`config.mk`:
```
export PLATFORM = sky130hd
export DESIGN_NAME = hamming74_stream_decoder
export DESIGN_NICKNAME = d
export VERILOG_FILES = /design/src/hdl/h74sd_pkg.sv /design/src/hdl/h74sd_in_stage.sv /design/src/hdl/h74sd_decode_core.sv /design/src/hdl/hamming74_stream_decoder.sv
export SDC_FILE = /design/constraint.sdc
export NUM_CORES = 1
export LEC_CHECK = 0
export BUFFER_PORTS_ARGS = -buffer_cell sky130_fd_sc_hd__buf_2
export CAP_MARGIN = 20
export CORE_AREA = 4 4 90 92
export DETAILED_ROUTE_END_ITERATION = 12
export DIE_AREA = 0 0 94 96
export GPL_TIMING_DRIVEN = 1
export MAX_ROUTING_LAYER = met4
export PLACE_DENSITY = 0.62
export REMOVE_ABC_BUFFERS = 1
export SYNTH_ARGS = -nofsm -noshare
export SYNTH_HDL_FRONTEND = slang
export SYNTH_SLANG_ARGS = --single-unit
```
`constraint.sdc`:
```
create_clock -name clk -period 6.9 [get_ports clk]
set_input_delay 1.38 -clock clk [delete_from_list [all_inputs] [get_ports clk]]
set_output_delay 1.38 -clock clk [all_outputs]
set_load 0.02 [all_outputs]
```
`src/hdl/h74sd_pkg.sv`:
```
package h74sd_pkg;

    localparam int CODEWORD_LEN = 7;
    localparam int FILL_W       = 3;
    localparam int BYTE_W       = 8;
    localparam int NIBBLE_W     = 4;
    // fill level at which one input byte completes two codewords
    localparam logic [FILL_W-1:0] FILL_TWO_CW = FILL_W'(CODEWORD_LEN - 1);

    // one input beat
    typedef struct packed {
        logic [BYTE_W-1:0] coded_byte;
        logic              end_of_stream;
    } h74sd_item_t;

    // one result beat
    typedef struct packed {
        logic [BYTE_W-1:0] decoded_byte;
        logic              byte_valid;
        logic              final_result;
    } h74sd_result_t;

    // correct a single bit error and pick data bits at positions 7, 6, 5, 3
    function automatic logic [NIBBLE_W-1:0] decode_nibble(
        input logic [CODEWORD_LEN-1:0] cw
    );
        logic [2:0]              syn;
        logic [CODEWORD_LEN-1:0] fixed;
        syn   = '0;
        fixed = cw;
        for (int i = 0; i < CODEWORD_LEN; i++)
        begin
            if (cw[i])
            begin
                syn = syn ^ 3'(i + 1);
            end
        end
        if (syn != 3'd0)
        begin
            fixed[syn - 3'd1] = ~cw[syn - 3'd1];
        end
        return {fixed[6], fixed[5], fixed[4], fixed[2]};
    endfunction

endpackage

```
`src/hdl/h74sd_in_stage.sv`:
```
module h74sd_in_stage (
    input  logic                  clk,
    input  logic                  rst_n,
    input  logic                  in_valid,
    output logic                  in_ready,
    input  h74sd_pkg::h74sd_item_t in_item,
    input  logic                  take,
    output logic                  item_valid,
    output h74sd_pkg::h74sd_item_t item
);

    logic                   valid_reg;
    logic                   valid_next;
    h74sd_pkg::h74sd_item_t item_reg;

    // room when empty or when the held beat moves on this cycle
    assign in_ready   = !valid_reg || take;
    assign valid_next = in_valid ? 1'b1 : (valid_reg && !take);

    // input beat valid flag
    always_ff @(posedge clk or negedge rst_n)
    begin
        if (!rst_n)
        begin
            valid_reg <= 1'b0;
        end
        else
        begin
            if (in_ready)
            begin
                valid_reg <= valid_next;
            end
        end
    end

    // input beat payload
    always_ff @(posedge clk)
    begin
        if (in_valid && in_ready)
        begin
            item_reg <= in_item;
        end
    end

    assign item_valid = valid_reg;
    assign item       = item_reg;

endmodule

```
`src/hdl/h74sd_decode_core.sv`:
```
module h74sd_decode_core (
    input  logic                     clk,
    input  logic                     rst_n,
    input  h74sd_pkg::h74sd_item_t   item,
    input  logic                     take,
    output logic                     emit,
    output h74sd_pkg::h74sd_result_t result
);

    logic [h74sd_pkg::CODEWORD_LEN-1:0] bits_reg;
    logic [h74sd_pkg::CODEWORD_LEN-1:0] bits_next;
    logic [h74sd_pkg::FILL_W-1:0]       fill_reg;
    logic [h74sd_pkg::FILL_W-1:0]       fill_next;
    logic [h74sd_pkg::NIBBLE_W-1:0]     pend_reg;
    logic [h74sd_pkg::NIBBLE_W-1:0]     pend_next;
    logic                               wait_reg;
    logic                               wait_next;

    logic [h74sd_pkg::CODEWORD_LEN+h74sd_pkg::BYTE_W-1:0] joined;
    logic [h74sd_pkg::CODEWORD_LEN+h74sd_pkg::BYTE_W-1:0] shifted;
    logic [3:0]                         shamt;
    logic [h74sd_pkg::BYTE_W-1:0]       keep_mask;
    logic [h74sd_pkg::NIBBLE_W-1:0]     nib_first;
    logic [h74sd_pkg::NIBBLE_W-1:0]     nib_second;
    logic                               two_cw;
    logic                               have;
    logic [h74sd_pkg::BYTE_W-1:0]       byte_out;

    // align the first codeword that this byte completes
    assign joined     = {bits_reg, item.coded_byte};
    assign shamt      = {1'b0, fill_reg} + 4'd1;
    assign shifted    = joined >> shamt;
    assign keep_mask  = (h74sd_pkg::BYTE_W'(1) << shamt) - h74sd_pkg::BYTE_W'(1);
    assign two_cw     = (fill_reg == h74sd_pkg::FILL_TWO_CW);
    assign nib_first  = h74sd_pkg::decode_nibble(shifted[h74sd_pkg::CODEWORD_LEN-1:0]);
    assign nib_second = h74sd_pkg::decode_nibble(
                            item.coded_byte[h74sd_pkg::CODEWORD_LEN-1:0]);

    // nibble pairing and leftover bits
    always_comb
    begin
        have      = 1'b0;
        byte_out  = '0;
        pend_next = pend_reg;
        wait_next = wait_reg;
        if (wait_reg)
        begin
            have     = 1'b1;
            byte_out = {pend_reg, nib_first};
            if (two_cw)
            begin
                pend_next = nib_second;
                wait_next = 1'b1;
            end
            else
            begin
                pend_next = '0;
                wait_next = 1'b0;
            end
        end
        else
        begin
            if (two_cw)
            begin
                have      = 1'b1;
                byte_out  = {nib_first, nib_second};
                pend_next = '0;
                wait_next = 1'b0;
            end
            else
            begin
                pend_next = nib_first;
                wait_next = 1'b1;
            end
        end

        if (two_cw)
        begin
            bits_next = '0;
            fill_next = '0;
        end
        else
        begin
            bits_next = h74sd_pkg::CODEWORD_LEN'(item.coded_byte & keep_mask);
            fill_next = fill_reg + 3'd1;
        end

        // stream end drops leftovers
        if (item.end_of_stream)
        begin
            bits_next = '0;
            fill_next = '0;
            pend_next = '0;
            wait_next = 1'b0;
        end
    end

    // stream state
    always_ff @(posedge clk or negedge rst_n)
    begin
        if (!rst_n)
        begin
            bits_reg <= '0;
            fill_reg <= '0;
            pend_reg <= '0;
            wait_reg <= 1'b0;
        end
        else
        begin
            if (take)
            begin
                bits_reg <= bits_next;
                fill_reg <= fill_next;
                pend_reg <= pend_next;
                wait_reg <= wait_next;
            end
        end
    end

    assign emit                = have || item.end_of_stream;
    assign result.decoded_byte = byte_out;
    assign result.byte_valid   = have;
    assign result.final_result = item.end_of_stream;

endmodule

```
`src/hdl/hamming74_stream_decoder.sv`:
```
// channel   dir  handshake            beat contents
// in        in   in_valid/in_ready    coded_byte, end_of_stream
// out       out  out_valid/out_ready  decoded_byte, byte_valid, final_result
//
// one coded byte per clock sustained while the result side is not stalled; a beat
// reaches the result register via the input register, then decode into the result register
// the stream state advances only when the held input beat moves on
// rst_n clears the beat valid flags and the codeword and nibble state
// a stalled result holds the input register only for beats that make a result
module hamming74_stream_decoder (
    input  logic       clk,
    input  logic       rst_n,
    input  logic       in_valid,
    output logic       in_ready,
    input  logic [7:0] coded_byte,
    input  logic       end_of_stream,
    output logic       out_valid,
    input  logic       out_ready,
    output logic [7:0] decoded_byte,
    output logic       byte_valid,
    output logic       final_result
);

    h74sd_pkg::h74sd_item_t   in_item;
    h74sd_pkg::h74sd_item_t   item;
    h74sd_pkg::h74sd_result_t result;
    h74sd_pkg::h74sd_result_t res_reg;
    logic                     item_valid;
    logic                     emit;
    logic                     take;
    logic                     out_valid_reg;
    logic                     out_valid_next;

    assign in_item.coded_byte    = coded_byte;
    assign in_item.end_of_stream = end_of_stream;

    h74sd_in_stage u_in_stage (
        .clk        (clk),
        .rst_n      (rst_n),
        .in_valid   (in_valid),
        .in_ready   (in_ready),
        .in_item    (in_item),
        .take       (take),
        .item_valid (item_valid),
        .item       (item)
    );

    h74sd_decode_core u_core (
        .clk    (clk),
        .rst_n  (rst_n),
        .item   (item),
        .take   (take),
        .emit   (emit),
        .result (result)
    );

    // held beat moves on when it makes no result or its result has a free slot
    assign take = item_valid && (!emit || !out_valid_reg || out_ready);

    always_comb
    begin
        out_valid_next = out_valid_reg && !out_ready;
        if (take && emit)
        begin
            out_valid_next = 1'b1;
        end
    end

    // result register valid flag
    always_ff @(posedge clk or negedge rst_n)
    begin
        if (!rst_n)
        begin
            out_valid_reg <= 1'b0;
        end
        else
        begin
            out_valid_reg <= out_valid_next;
        end
    end

    // result register payload
    always_ff @(posedge clk)
    begin
        if (take && emit)
        begin
            res_reg <= result;
        end
    end

    assign out_valid    = out_valid_reg;
    assign decoded_byte = res_reg.decoded_byte;
    assign byte_valid   = res_reg.byte_valid;
    assign final_result = res_reg.final_result;

endmodule

```
==> flow_summary.json, run 1 <==
{
  "critPathArrivalTime_ns": 3.04,
  "fin_skew_ns": 0.00648,
  "pwr-share-seq_pct": 26.8,
  "status": "finished clean",
  "ios": 25,
  "grt_overflow": 0,
  "clkPwrFrac_pct": 12.3,
  "insertion_delay_ns": 0.29,
  "design.core.area_um2": 7210,
  "track_usage_pct": 13.1,
  "ctsHoldBuffers": 0,
  "hpwl_um": 4010,
  "cp-end-kind": "primary output",
  "synth_top_area_share_pct": 22.6,
  "critical_path.max_fanout": 20,
  "ff2ff_path_depth": 12,
  "synth_common_cells": "edfxtp_1, nand2_1, dfrtp_1, nor2_1, xnor2_1",
  "setup_viol": 0,
  "async_reset_ff_share_pct": 47.2,
  "dp_cells": 346,
  "cts_resized": 0,
  "ctsRootBufferMaster": "clkbuf_8",
  "final.setup.tns_ns": 0,
  "syn_to_final_growth_pct": 11.2,
  "yosysTopAreaCell": "edfxtp_1",
  "dr.pass1.iters": 4,
  "drt_iter0_drc": 99,
  "ir_drop_v": 0.000185,
  "antenna_found_initial": 0,
  "hold_path_depth": 2,
  "met2_usage_pct": 20.9,
  "rsz0062_at_grt": "no",
  "power.density_nw_per_um2": 452,
  "crit_type": "register to primary output",
  "antenna_cells": 0,
  "postCtsSetupBuffers": 0,
  "maxSlewViolCount": 0,
  "cts_tree": "yes",
  "drive_gt1_share_pct": 21.5,
  "worstMarginPinSlew_ns": 0.899,
  "synth_area_um2": 2530,
  "vias_per_cell": 5.35,
  "min_path_type": "register to register",
  "drc_errors": 0,
  "combPwrFrac_pct": 60.9,
  "syn_inst": 237,
  "wl_per_cell_um": 15.0,
  "die_h_um": 96,
  "grt_use_met3_pct": 2.81,
  "grt_max_degree": 30,
  "synth_edf_count": 19,
  "maxCapViolations": 0,
  "numCtsBuffers": 5,
  "fp.dieArea_um2": 9020,
  "final_nets": 275,
  "yosys_warnings": 0,
  "largest_register_ffs": 9,
  "use_met1_pct": 15.8,
  "period_share_pct": 64.0,
  "clk_transition_reported_paths_ns": 0.07,
  "cts_buffer_depth": 2,
  "critPathRequiredTime_ns": 5.52,
  "p_int_mw": 0.699,
  "final_core_util_pct": 38.9,
  "ys_seq_elements": 36,
  "fin_crit_ns": 4.42,
  "grt_pass1_wl_um": 8990,
  "portBuffers": 24,
  "finalNonFillerCells": 355,
  "synth.area.top_cells": "edfxtp_1, dfrtp_1, mux4_2, xnor2_1, mux2i_1",
  "gp_congestion": 0.918,
  "htree_levels": 2,
  "row_count": 31,
  "vias": 1901,
  "yosysSeqAreaShare_pct": 39.4,
  "syn_avg_cell_area_um2": 10.7,
  "ys_types": 57,
  "grt_pass1_vias": 1886,
  "slew_headroom_pct": 40.0,
  "cts.sinks": 36,
  "p_switching_mw": 0.570,
  "busiest_layer": "met2",
  "hold_viol": 0,
  "leakagePower_nw": 1.11,
  "routed_wl_um": 5330,
  "clock.fmax_ghz": 0.226,
  "switching_share_pct": 44.9,
  "start_kind": "register",
  "ant_nets": 0,
  "initial_utilization_pct": 35.0,
  "die_x_um": 94,
  "synth-main-ff-cell": "edfxtp_1"
}
worst paths after layout:
check | startpoint | to | slack [ns]
max | u_core.fill_reg[1] | in_ready | 2.48
min | u_core.bits_reg[6] | u_core.bits_reg[6] | 0.48
max reg2reg | u_core.fill_reg[0] | decoded_byte[4] | 2.52
min reg2reg | u_core.bits_reg[6] | u_core.bits_reg[6] | 0.48
max in group asynchronous | rst_n | u_core.fill_reg[0] | 5.57
min in group asynchronous | rst_n | u_core.pend_reg[3] | 1.02
layout make-up:
class	count	area [µm²]
Inverter	12	45.0
Timing Repair Buffer	25	135
Fill cell	709	4410
Clock inverter	1	7.51
Clock buffer	7	86.3
Sequential cell	36	996
Tap cell	99	124
Multi-Input combinational cell	175	1420
metal layers:
layer | vias up | part of all wire, %
li1 | 932 | -
met1 | 902 | 44
met2 | 48 | 48
met3 | 19 | 4.5
met4 | 0 | 3.5
met5 | - | 0
worst max-delay path: stages, from the launching register on:
cell and delay, ns:
dfrtp_1 0.79, nand2_1 0.32, nor2_1 0.48, clkinv_1 0.34, ha_1 0.27, inv_1 0.06, nor2_1 0.08, nor2_1 0.14
nand2_1 0.09, buf_2 0.16
power groups by stage:
| stage | clock [mW] | sequential, mW | combinational [mW] |
|---|---|---|---|
| after CTS | 0.161 | 0.340 | 0.767 |
| after global placement | 0 | 0.344 | 0.742 |
| final | 0.156 | 0.341 | 0.773 |
| after floorplan | 0 | 0.349 | 0.614 |
| after detailed placement | 0 | 0.345 | 0.764 |
| after global routing | 0.173 | 0.349 | 0.859 |
per-stage QoR:
step | total power [mW] | instance area (µm²) | setup slack (ns) | hold WS (ns)
after global routing | 1.38 | 2810 | 2.16 | 0.530
after CTS | 1.27 | 2790 | 2.52 | 0.490
after global placement | 1.09 | 2700 | 2.69 | 0.472
after floorplan | 0.963 | 2450 | 2.65 | 0.443
final | 1.27 | 2810 | 2.48 | 0.485
after detailed placement | 1.11 | 2700 | 2.53 | 0.476
layout by cell type (no fill, tap or decap), drive strengths merged, types with 2 or more instances in the layout:
cell type  netlist  routed
a21oi            4       4
xor2             3       3
o41ai            4       4
o22a             3       3
o21ai            9       9
a22o             6       6
a22oi            3       3
edfxtp          19      19
nor2            18      18
o31ai            4       4
o211ai           5       5
nand2b           3       3
a21o             2       2
dfrtp           17      17
nand2           19      19
nand3            6       6
a32o             2       2
mux4             7       7
xnor2           15      15
buf              7      25
a221oi           2       2
nor3             9       9
inv             11      11
mux2             8       8
mux2i           10      10
a211oi           3       3
nor2b            2       2
clkbuf           7       7
o22ai            4       4
ha               7       7
nor4             2       2
cells by family (layout without fill, tap and decap cells):
kind of cell	after synthesis	after routing	synth area share [%]
AOI/OAI and AO/OA	57	57	17.0
xor gates and xnor gates	19	19	7.93
adders and majority gates	7	7	3.47
buffers and inverters	26	45	4.71
DFF	36	36	39.4
muxes	25	25	14.4
other	1	1	0.148
and+or+nand+nor	66	66	13.0
No activity file was read; power rests on OpenSTA's default activity.
==> inputs of run 2 (changes only) <==
--- a/config.mk
+++ b/config.mk
@@ -5,11 +5,12 @@
 export SDC_FILE = /design/constraint.sdc
 export NUM_CORES = 1
 export LEC_CHECK = 0
+export ABC_AREA = 1
 export BUFFER_PORTS_ARGS = -buffer_cell sky130_fd_sc_hd__buf_2
 export CAP_MARGIN = 20
-export CORE_AREA = 4 4 90 92
+export CORE_AREA = 4 4 93 95
 export DETAILED_ROUTE_END_ITERATION = 12
-export DIE_AREA = 0 0 94 96
+export DIE_AREA = 0 0 97 99
 export GPL_TIMING_DRIVEN = 1
 export MAX_ROUTING_LAYER = met4
 export PLACE_DENSITY = 0.62
==> constraint.sdc (replaced) <==
create_clock -name clk -period 4.55 [get_ports clk]
set_input_delay 0.91 -clock clk [delete_from_list [all_inputs] [get_ports clk]]
set_output_delay 0.91 -clock clk [all_outputs]
set_load 0.02 [all_outputs]
==> run 2 against run 1 <==
Against the previous run:
- sequential share of layout area shrank 1.5 points
- setup slack worse by 1.7 ns
- first-iteration DRC count up 55%
- clock power increased by 40%
- routed wire length is 14% higher
- non-clock buffer count increased by 1
- clock-buffer cell count decreased by 1
- clock skew down 0.0024 ns
- worst hold slack got worse by 0.0023 ns
- combinational power is 95% higher
- largest cell class unchanged
==> flow_summary.json, run 2 <==
{
  "status": "finished clean",
  "postCtsSetupBuffers": 0,
  "ff2ff_setup_slack_ns": 0.75,
  "grt_pass1_wl_um": 10300,
  "numCtsBuffers": 5,
  "largest_register_ffs": 9,
  "ff2ff_path_depth": 16,
  "drive_gt1_share_pct": 18.4,
  "p_int_mw": 1.03,
  "synth_top_area_share_pct": 21.5,
  "routed_wl_um": 6050,
  "yosysSeqAreaShare_pct": 37.5,
  "synth.area.top_cells": "edfxtp_1, nand2_1, dfrtp_1, nand3_1, nand2_2",
  "fin_crit_ns": 3.80,
  "clk_transition_reported_paths_ns": 0.07,
  "cts_resized": 0,
  "switching_share_pct": 53.7,
  "p_switching_mw": 1.19,
  "antenna_found_initial": 0,
  "maxCapViolations": 0,
  "critPathArrivalTime_ns": 3.84,
  "async_reset_ff_share_pct": 47.2,
  "grt_overflow": 0,
  "pwr-share-seq_pct": 22.0,
  "endpoint": "decoded_byte[4]",
  "die_x_um": 97,
  "min_path_type": "register to register",
  "placed_area_um2": 2850,
  "leakagePower_nw": 1.41,
  "worstMarginPinSlew_ns": 0.616,
  "grt_pass1_vias": 2220,
  "power.density_nw_per_um2": 756,
  "design_area_um2": 2930,
  "fin_skew_ns": 0.00413,
  "gp_congestion": 0.968,
  "critical_path.max_fanout": 19,
  "syn_to_final_growth_pct": 10.3,
  "fp.dieArea_um2": 9600,
  "syn_avg_cell_area_um2": 7.45,
  "initial_utilization_pct": 34.4,
  "synth_area_um2": 2660,
  "wl_per_cell_um": 12.6,
  "design.core.area_um2": 7730,
  "final.setup.tns_ns": 0,
  "final_common_cell": "nand2_1",
  "synth-main-ff-cell": "edfxtp_1",
  "cts.sinks": 36,
  "combPwrFrac_pct": 68.1,
  "row_count": 32,
  "portBuffers": 24,
  "antenna_cells": 0,
  "hold_path.startpoint": "u_core.pend_reg[2]",
  "clock.fmax_ghz": 0.263,
  "cts_tree": "yes",
  "ant_nets": 0,
  "r2r_end": "decoded_byte[4]",
  "rsz0062_at_grt": "no",
  "layout_common_cells": "nand2_1, nand3_1, inv_1",
  "yosys_warnings": 0,
  "yosysMostFrequentCell": "nand2_1",
  "final_nets": 399,
  "syn_inst": 357,
  "synth_edf_count": 19,
  "crit_type": "register to register",
  "vias_per_cell": 4.84,
  "die_h_um": 99,
  "ctsRootBufferMaster": "clkbuf_8",
  "fillers": 820,
  "slew_headroom_pct": 59.0,
  "ys_seq_elements": 36,
  "drc_errors": 0,
  "crit_start": "u_core.fill_reg[0]",
  "ctsHoldBuffers": 0,
  "period_share_pct": 83.4,
  "maxSlewViolCount": 0,
  "vias": 2333,
  "grt_max_degree": 20,
  "yosysTopAreaCell": "edfxtp_1",
  "cp-end-kind": "register",
  "clkPwrFrac_pct": 9.8,
  "r2r-start": "u_core.fill_reg[0]",
  "hold_viol": 0,
  "cts_buffer_depth": 2,
  "hpwl_um": 4690,
  "track_usage_pct": 13.4,
  "setup_viol": 0,
  "drt_iter0_drc": 153,
  "ir_drop_v": 0.000407,
  "dr.pass1.iters": 4,
  "insertion_delay_ns": 0.29,
  "start_kind": "register",
  "ios": 25,
  "synth_common_cells": "nand2_1, nand3_1, inv_1",
  "critPathRequiredTime_ns": 4.60,
  "htree_levels": 2,
  "ys_types": 41
}
==> run 2: metal layers <==
layer | GRT usage, % | share of wire [%] | vias to the layer above
li1 | - | - | 1219
met1 | 17.4 | 48 | 1042
met2 | 21.6 | 46 | 63
met3 | 2.48 | 4.9 | 9
met4 | 3.78 | 0.84 | 0
met5 | - | 0 | -
==> run 2: worst max-delay path: stages, from the launching register on <==
cell     delay [ns]
dfrtp_1        0.74
nand2_1        0.18
a21oi_1        0.18
a31oi_1        0.07
o21ai_1        0.36
xor2_1         0.21
xor2_1         0.17
ha_1           0.34
inv_1          0.18
nor2_1         0.07
ha_1           0.31
inv_1          0.08
nor4_2         0.32
or2_2          0.19
nand2_2        0.06
nand2_1        0.05
nand2_1        0.05
==> run 2: layout make-up <==
| cell class | count | area [µm²] | area share (%) |
|---|---|---|---|
| multi-input cells | 277 | 1460 | 49.8 |
| clock inverters | 2 | 11.3 | 0.384 |
| flip-flops and latches | 36 | 996 | 34.0 |
| repair buffers | 26 | 135 | 4.61 |
| inverters | 33 | 129 | 4.39 |
| well taps | 102 | 128 | 4.35 |
| clock buffers | 6 | 72.6 | 2.47 |
==> run 2: cell families (layout without fill, tap and decap cells) <==
group	count (synthesis)	count (layout)	synth area share, %
other	1	1	0.141
buffers and inverters	44	67	7.58
adder cells (fa/ha/maj)	7	7	3.29
XOR/XNOR	12	12	3.95
AND/OR/NAND/NOR	211	211	37.1
AO/OA/AOI/OAI	46	46	10.5
flip-flops	36	36	37.5
==> run 2: how the worst min path moves through the flow <==
stage | cells after the start | slack, ns | to
after floorplan | 2 | 0.45 | u_core.pend_reg[3]
after global placement | 2 | 0.47 | u_core.pend_reg[1]
after detailed placement | 2 | 0.47 | u_core.pend_reg[2]
after CTS | 2 | 0.48 | u_core.pend_reg[2]
after global routing | 2 | 0.50 | u_core.pend_reg[2]
final | 2 | 0.48 | u_core.pend_reg[2]
==> run 2: power groups by stage <==
stage                     registers (mW)  clock network, mW  logic (mW)
after floorplan                    0.507                  0        1.21
after global placement             0.494                  0        1.48
after detailed placement           0.494                  0        1.51
after CTS                          0.487              0.225        1.51
after global routing               0.498              0.242        1.73
final                              0.488              0.218        1.51
==> run 2: stage by stage <==
stage / setup slack, ns / cells / util, % / total power, mW / hold WS, ns
floorplan: 1.17 / 346 / - / 1.72 / 0.449
global placement: 0.891 / 474 / 36.9 / 1.98 / 0.467
detailed placement: 0.755 / 474 / 36.9 / 2.00 / 0.466
CTS: 0.756 / 482 / 38.0 / 2.22 / 0.485
global route: 0.410 / 482 / 38.0 / 2.47 / 0.503
finish: 0.754 / 482 / 38.0 / 2.22 / 0.483
